<file path="src/rtl/iprtc_pkg.sv">
package iprtc_pkg;

    localparam int MAX_RULES   = 16;
    localparam int SLOT_W      = $clog2(MAX_RULES);
    localparam int CNT_W       = 64;
    localparam int NUM_CLASSES = 3;
    localparam int CLASS_W     = 2;

    localparam logic [1:0] CMD_PACKET = 2'd0;
    localparam logic [1:0] CMD_ADD    = 2'd1;
    localparam logic [1:0] CMD_DELETE = 2'd2;
    localparam logic [1:0] CMD_DUMP   = 2'd3;

    localparam logic [1:0] ST_OK        = 2'd0;
    localparam logic [1:0] ST_EXISTS    = 2'd1;
    localparam logic [1:0] ST_FULL      = 2'd2;
    localparam logic [1:0] ST_NOT_FOUND = 2'd3;

    localparam logic [7:0] REC_ALL   = 8'd1;
    localparam logic [7:0] REC_TCP   = 8'd2;
    localparam logic [7:0] REC_UDP   = 8'd3;
    localparam logic [7:0] REC_OTHER = 8'd4;
    localparam logic [7:0] REC_RULE  = 8'hFF;

    localparam logic [7:0] PROTO_TCP = 8'd6;
    localparam logic [7:0] PROTO_UDP = 8'd17;

    localparam logic [CLASS_W-1:0] CLS_TCP   = 2'd0;
    localparam logic [CLASS_W-1:0] CLS_UDP   = 2'd1;
    localparam logic [CLASS_W-1:0] CLS_OTHER = 2'd2;

    typedef struct packed {
        logic [1:0]  cmd;
        logic [7:0]  proto;
        logic [31:0] src_addr;
        logic [31:0] dst_addr;
        logic [15:0] frame_len;
        logic [31:0] range_low;
        logic [31:0] range_high;
        logic [31:0] stamp;
    } in_item_t;

    typedef struct packed {
        logic        kind;
        logic [1:0]  status;
        logic [7:0]  record_type;
        logic [31:0] record_time;
        logic [63:0] pkt_delta;
        logic [63:0] byte_delta;
        logic [31:0] rec_low;
        logic [31:0] rec_high;
        logic        last;
    } out_item_t;

    // operation broadcast along the chain for one cycle
    typedef struct packed {
        logic        pkt;
        logic        add;
        logic        del;
        logic        clear;
        logic [31:0] src_addr;
        logic [31:0] dst_addr;
        logic [15:0] frame_len;
        logic [31:0] range_low;
        logic [31:0] range_high;
    } cell_op_t;

    // status passed cell to cell
    typedef struct packed {
        logic found;
        logic free_seen;
    } chain_t;

    typedef struct packed {
        logic             valid;
        logic [31:0]      low;
        logic [31:0]      high;
        logic [CNT_W-1:0] pkts;
        logic [CNT_W-1:0] bytes;
    } slot_view_t;

    typedef enum logic [2:0] {
        S_IDLE,
        S_EXEC,
        S_STATUS,
        S_GLOBAL,
        S_RULES
    } state_t;

endpackage

</file>
<file path="src/rtl/iprtc_cell.sv">
module iprtc_cell (
    input  logic                   aclk,
    input  logic                   aresetn,
    input  iprtc_pkg::cell_op_t    op,
    input  logic                   dup,
    input  iprtc_pkg::chain_t      chain_in,
    output iprtc_pkg::chain_t      chain_out,
    output iprtc_pkg::slot_view_t  view
);

    logic                         valid_reg, valid_next;
    logic [31:0]                  low_reg, low_next;
    logic [31:0]                  high_reg, high_next;
    logic [iprtc_pkg::CNT_W-1:0]  pkts_reg, pkts_next;
    logic [iprtc_pkg::CNT_W-1:0]  bytes_reg, bytes_next;
    logic                         exact;
    logic                         hit;

    assign exact = valid_reg && low_reg == op.range_low && high_reg == op.range_high;
    assign hit   = valid_reg && ((low_reg <= op.src_addr && op.src_addr <= high_reg) ||
                                 (low_reg <= op.dst_addr && op.dst_addr <= high_reg));

    assign chain_out.found     = chain_in.found || exact;
    assign chain_out.free_seen = chain_in.free_seen || !valid_reg;

    always_comb begin
        valid_next = valid_reg;
        low_next   = low_reg;
        high_next  = high_reg;
        pkts_next  = pkts_reg;
        bytes_next = bytes_reg;
        if (op.pkt && hit) begin
            pkts_next  = pkts_reg + iprtc_pkg::CNT_W'(1);
            bytes_next = bytes_reg + iprtc_pkg::CNT_W'(op.frame_len);
        end
        if (op.clear) begin
            pkts_next  = '0;
            bytes_next = '0;
        end
        // add takes the first free slot when no slot holds the same rule
        if (op.add && !valid_reg && !chain_in.free_seen && !dup) begin
            valid_next = 1'b1;
            low_next   = op.range_low;
            high_next  = op.range_high;
            pkts_next  = '0;
            bytes_next = '0;
        end
        if (op.del && exact && !chain_in.found) begin
            valid_next = 1'b0;
        end
    end

    always_ff @(posedge aclk) begin
        if (!aresetn) begin
            valid_reg <= 1'b0;
        end else begin
            valid_reg <= valid_next;
        end
        low_reg   <= low_next;
        high_reg  <= high_next;
        pkts_reg  <= pkts_next;
        bytes_reg <= bytes_next;
    end

    assign view.valid = valid_reg;
    assign view.low   = low_reg;
    assign view.high  = high_reg;
    assign view.pkts  = pkts_reg;
    assign view.bytes = bytes_reg;

endmodule

</file>
<file path="config.mk">
export PLATFORM = sky130hd
export DESIGN_NAME = iprtc_cell
export DESIGN_NICKNAME = d
export VERILOG_FILES = /design/src/rtl/iprtc_pkg.sv /design/src/rtl/iprtc_cell.sv
export SDC_FILE = /design/constraint.sdc
export NUM_CORES = 1
export LEC_CHECK = 0
export BUFFER_PORTS_ARGS = -buffer_cell sky130_fd_sc_hd__buf_2
export CORE_ASPECT_RATIO = 1.2
export CORE_MARGIN = 2
export CORE_UTILIZATION = 49
export CTS_CLUSTER_DIAMETER = 80
export DETAILED_ROUTE_END_ITERATION = 8
export HOLD_SLACK_MARGIN = 0.1
export PLACE_DENSITY = 0.78
export RECOVER_POWER = 100
export SYNTH_ARGS = -nofsm -noshare
export SYNTH_HDL_FRONTEND = slang
export SYNTH_SLANG_ARGS = --single-unit
</file>
<file path="constraint.sdc">
create_clock -name aclk -period 8.6 [get_ports aclk]
set_input_delay 0.43 -clock aclk [delete_from_list [all_inputs] [get_ports aclk]]
set_output_delay 0.43 -clock aclk [all_outputs]
set_load 0.005 [all_outputs]
</file>
Word level (Yosys, flattened, before mapping)
Cells that the tools add are included.
{ "classes": {"magnitude_cmp": 4, "n_reduce_logical": 20, "n_bitwise": 1, "eq_ne": 2, "n_addsub": 2} }
{ "op_table": {"columns": ["op", "n"], "rows": [
  ["less-or-equal comparator 32 bit", 4],
  ["adder 64 x 1 -> 64 bit (second input constant)", 1],
  ["adder 64 x 16 -> 64 bit", 1],
  ["== test 32 bit", 2],
  ["logical AND 1 bit", 11],
  ["zero test 1 bit", 4],
  ["OR reduction 2 bit", 2],
  ["logical OR 1 bit", 3],
  ["NOT 1 bit", 1]
]} }
{ "totals": {"wordCells": 34, "input_bits": 153, "out_inout_bits": 195, "ff_bits": 193} }

Logic depth before layout (Yosys ltp)
{ "depth": {"ltp_word": 6, "mapped_depth": 14, "mapped_depth_nobuf": 11} }

Worst setup path after synthesis
No wires, ideal clock.
{ "synth_path": {"path_kind": "input -> register", "from": "input port dup", "to": "register bytes_reg[24] in the netlist's numbering", "arrival_ps": 9232, "required_time_ps": 8472, "stages": 7, "path_slack_ps": -760, "path_buffers": 4, "setup_ps": 128, "path_cell_list": "nor4b_1 -> or2_2 -> clkbuf_1 -> clkbuf_1 -> clkbuf_1 -> buf_1 -> nor2_1"} }
{ "synth_via": {"elab_chain_cells": 3} }
{ "synth_lines": {"columns": ["item", "line_no", "rtl"], "rows": [
  ["start, declared", "iprtc_cell.sv:5", "input logic dup,"],
  ["zero test 1 bit", "iprtc_cell.sv:41", "if (op.add && !valid_reg && !chain_in.free_seen && !dup) begin"],
  ["logical AND 1 bit", "iprtc_cell.sv:41", null],
  ["OR reduction 2 bit (no source line)", null, null],
  ["end signal, assigned", "iprtc_cell.sv:62", "bytes_reg <= bytes_next;"],
  ["end, declared", "iprtc_cell.sv:15", "logic [iprtc_pkg::CNT_W-1:0] bytes_reg, bytes_next;"]
]} }
Every way passes these cells.
A chain may end at the register's enable or synchronous reset.

Final worst setup path
{ "layout_path": {"from": "register high_reg[23]", "to": "register pkts_reg[45] in the netlist's numbering"} }
{ "layout_via": {"elab_chain_cells": 5, "elab_cells_between_ends": 7, "classes_between": "2 x order compare; 5 x reduce/logical"} }
{ "layout_lines": {"columns": ["item", "line_no", "rtl"], "rows": [
  ["start, declared", "iprtc_cell.sv:13", "logic [31:0] high_reg, high_next;"],
  ["start signal, assigned", "iprtc_cell.sv:60", "high_reg <= high_next;"],
  ["less-or-equal comparator 32 bit, on equally long branches", "iprtc_cell.sv:20, iprtc_cell.sv:21", null],
  ["logical AND 1 bit, on equally long branches", "iprtc_cell.sv:20, iprtc_cell.sv:21", null],
  ["logical OR 1 bit *", "iprtc_cell.sv:20", "assign hit = valid_reg && ((low_reg <= op.src_addr && op.src_addr <= high_reg) ||"],
  ["logical AND 1 bit *", "iprtc_cell.sv:20", null],
  ["logical AND 1 bit *", "iprtc_cell.sv:32", "if (op.pkt && hit) begin"],
  ["end signal, assigned", "iprtc_cell.sv:61", "pkts_reg <= pkts_next;"],
  ["end, declared", "iprtc_cell.sv:14", "logic [iprtc_pkg::CNT_W-1:0] pkts_reg, pkts_next;"]
]} }
Every way passes the cells marked *; elsewhere a longest branch is shown, timed or not.

==> results by stage <==
Run status:
- The run finished, with violations left.
- The final reports fail on capacitance limit, slew limit.

Critical path:
- The launch point of the worst reg-to-reg path is high_reg[23]$_DFFE_PP_.
- The startpoint class of the critical path is a flop.
- The internal reg-to-reg setup slack is ~2.8 ns.
- The count of cells along the worst register-to-register path is 11.
- The category of the critical setup timing path is reg2reg.
- The endpoint of the worst-slack reg-to-reg timing path is pkts_reg[45]$_SDFFE_PP0P_.
- The critical path capture point type is a flop.
- At the worst endpoint, the arrival time is ~6.2 ns.
- The critical-path maximum fanout is 65.
- The critical path required time is 8.97 ns.

Die:
- The total die area is 0.0273 mm^2.
- The total number of placement rows is 64.
- From bottom edge to top edge, the die measures 181 um.
- The region available for standard cell placement spans roughly 0.026 mm^2.
- The initial utilization of the core area, before any placement, comes to 49.8%.
- The chip width is 151 um.
- During I/O placement, the number of pins put on the boundary was 348.

Yosys:
- Synthesis instantiated 66 different standard cells from the library.
- The async set or reset register ratio after synthesis is 0%.
- The synthesized design contains 193 register bits.
- The cell type contributing the most total cell area after synthesis is dfxtp_1.
- Synthesis produced a netlist with a net count of 1735.
- Each instance of the synthesized netlist takes up on average 8.87 um^2.
- After synthesis, flip-flops and latches occupy between 30% and 40% of the total area.
- The number of flops mapped to enable cells by yosys is 64.
- The count of synthesis-stage warnings from yosys is 0.
- The share of the synthesized area in the top cell type is 20.3%.
- For this run, the leading register cell type out of synthesis is dfxtp_1.
- Sorting the synthesized cells by area gives the leading types as dfxtp_1, edfxtp_1, ha_1.
- In this run the cell area of the synthesized design comes to ~0.013 mm^2.
- The number of standard cells after synthesis is 1436.

Routing:
- The detailed router's first-iteration violation count is 765.
- The per-cell routed wire length is 20.4 um.
- The overall routed net length is 42900 um.
- The count of unresolved DRC violations after routing is 0.
- The count of nets left with antenna violations once routing finished came out at 0.
- The first TritonRoute pass finished after 6 iterations.
- Summing over every cut layer, the via total after detailed routing is 12700.
- After detailed routing, the number of vias per cell comes to 6.06.

Clock network:
- The buffer depth of the longest clock path is 2.
- The clock buffer count from CTS is 17.
- Once the clock tree was built, the setup fixing pass inserted 0 buffers.
- The clock latency of the later-clocked register in the worst-skew pair is 0.45 ns.
- The maximum level of the CTS H-tree is 4.
- The TritonCTS clock tree is yes.
- Buffers inserted to repair hold after CTS numbered 0.
- After clock tree synthesis, the clock-pin slew on the worst setup and hold paths is 0.07 ns.
- The root buffer selected by CTS is clkbuf_16.
- The total of cells resized after clock tree synthesis is 0.
- The number of sinks driven by the clock tree is 193.

Placement:
- The number of I/O port buffers is 347.
- The detailed placement HPWL is between 30000 and 40000 um.
- Including well taps, the total number of placed cells is 2069.
- The worst setup timing slack at the placement stage is 3.89 ns.
- The placer's final routability congestion estimate is 0.940.

Final layout:
- The count of non-filler cells in the finished layout is between 2000 and 2500.
- Leaving out fill and tap cells, the most frequent cells in the layout are clkbuf_1, buf_2, a21oi_1.
- The proportion of layout cells with a drive suffix above 1 is between 10% and 20%.
- Measured on the finished design, the core utilization comes to 59.0%.
- From synthesis to final layout, the design area changed by 18.3%.
- The most common cell after layout, fill and taps aside is clkbuf_1.
- The net count of the finished layout is just over 2000.

Timing:
- The clock skew is ~0.013 ns.
- Measured against its own limit, the worst slew margin works out to -160%.
- The max-slew violation count is 216.
- The fraction of the cycle the final worst path needs is roughly 68%.
- The upper clock frequency limit is 171 MHz.
- The count of endpoints failing setup in the final report is 0.
- The transition time at the pin with the least slew margin is 3.90 ns.
- The final-report hold violation count came to 0.
- The setup TNS is 0 ns.
- The final critical delay including setup and external delays is approximately 5.8 ns.
- Setup slack closes at 2.76 ns.
- Setup repair after global routing left no endpoint under its margin.

Hold path:
- Along the worst hold path, the cell count comes to 1.
- The class of the most critical hold timing path is in2reg.
- The endpoint with the worst hold slack is low_reg[27]$_DFFE_PP_.
- The source of the worst hold timing path is op[59].

GRT:
- The overall track demand over capacity in global routing is 31.1%.
- The via count of the first global-routing pass was 12400.
- Entering global routing, the biggest net connects 69 pins.
- After global routing the overflow that remains totals 0.
- The number of antenna violations at the first check in global routing was 3.
- The first-pass GRT wire length is 66400 um.

Flow run:
- Across the run, the number of max-cap violations was 4.

Power and ir drop:
- Across the VDD grid, the largest voltage drop is 0.000116 V.
- The leakage power is between 6 and 7 nW.
- The cell area power density is 134 mW/mm^2.
[per-stage QoR]
step | instance area (um^2) | total power [mW] | hold WS, ns
global placement | 14800 | 1.24 | 0.454
global route | 15100 | 2.09 | 0.188
finish | 15100 | 2.01 | 0.194
detailed placement | 14800 | 1.25 | 0.461
CTS | 15300 | 2.02 | 0.166
floorplan | 12700 | 1.13 | 0.460
[metal layers]
metal | routed length, um | global-route usage (%) | vias up | share of wire [%]
met2 | 20400 | 52.8 | 525 | 48
met4 | 2860 | 18.4 | 2 | 6.7
met5 | 13 | 0 | - | 0.030
met3 | 3520 | 7.97 | 138 | 8.2
met1 | 16100 | 34.6 | 6001 | 37
li1 | - | - | 6058 | -
[synthesized netlist by cell type (3+ instances only)]
library cell	n
a2111oi_0	5
a21o_1	11
a21oi_1	149
a221o_1	3
a221oi_1	5
a31oi_1	5
and2_1	8
and3_1	17
and4_1	12
buf_1	5
buf_2	3
clkbuf_1	46
dfxtp_1	129
edfxtp_1	64
ha_1	145
inv_1	138
mux2i_1	15
nand2_1	92
nand2b_1	4
nand3_1	49
nand4_1	60
nor2_1	45
nor2b_1	7
nor3_1	17
nor4_1	23
o2111ai_1	11
o211ai_1	16
o21a_1	17
o21ai_0	50
o21bai_1	4
o221ai_1	3
o22ai_1	5
o31a_1	4
o31ai_1	55
or2_2	7
or3_1	28
or4_1	67
xnor2_1	45
xor2_1	32
[worst max path at each step]
stage	startpoint	endpoint	slack, ns	cells after the start
final	high_reg[23]$_DFFE_PP_	pkts_reg[45]$_SDFFE_PP0P_	2.76	11
after global routing	high_reg[23]$_DFFE_PP_	pkts_reg[55]$_SDFFE_PP0P_	2.59	11
after CTS	high_reg[23]$_DFFE_PP_	pkts_reg[20]$_SDFFE_PP0P_	3.84	10
after detailed placement	high_reg[23]$_DFFE_PP_	pkts_reg[32]$_SDFFE_PP0P_	3.89	10
after global placement	high_reg[23]$_DFFE_PP_	pkts_reg[16]$_SDFFE_PP0P_	3.95	10
after floorplan	chain_in[0]	bytes_reg[24]$_SDFFE_PP0P_	2.72	7
[layout make-up]
class	instances	area, um^2
sequential	193	4500
clock buffer	19	433
multi-input combinational	1050	7520
clock inverter	10	113
inverter	138	518
fill	2365	10500
timing repair buffer	358	1560
tap	330	413
antenna	2	5.00
[where the power goes]
| part | total [mW] | leakage [nW] | internal (mW) | switching [mW] |
|---|---|---|---|---|
| Combinational | 0.256 | 4.13 | 0.0990 | 0.157 |
| Sequential | 0.969 | 1.63 | 0.954 | 0.0146 |
| Clock | 0.787 | 0.275 | 0.424 | 0.362 |
[critical path, cell delays in order (launching register included)]
cell and delay, ns:
edfxtp_1 0.51, inv_1 0.18, ha_1 0.33, nand4_1 0.19
nor4_1 0.78, nand2_1 0.28, a32oi_1 0.43, and4_1 0.76
o21ai_4 0.10, clkbuf_1 1.08, or4_1 0.90, a21oi_1 0.17
[cells by family (layout without fill, tap and decap cells)]
group / after synthesis / count (layout) / share of synthesized area, %
and+or+nand+nor: 448 / 448 / 20.0
AOI/OAI and AO/OA: 364 / 364 / 18.0
DFF: 193 / 193 / 35.4
buffers and inverters: 193 / 525 / 5.75
adders and majority gates: 146 / 146 / 14.4
xor gates and xnor gates: 77 / 77 / 5.30
muxes: 15 / 15 / 1.18
other: 0 / 2 / 0
Note: power is estimated with default switching activity, not from simulation.
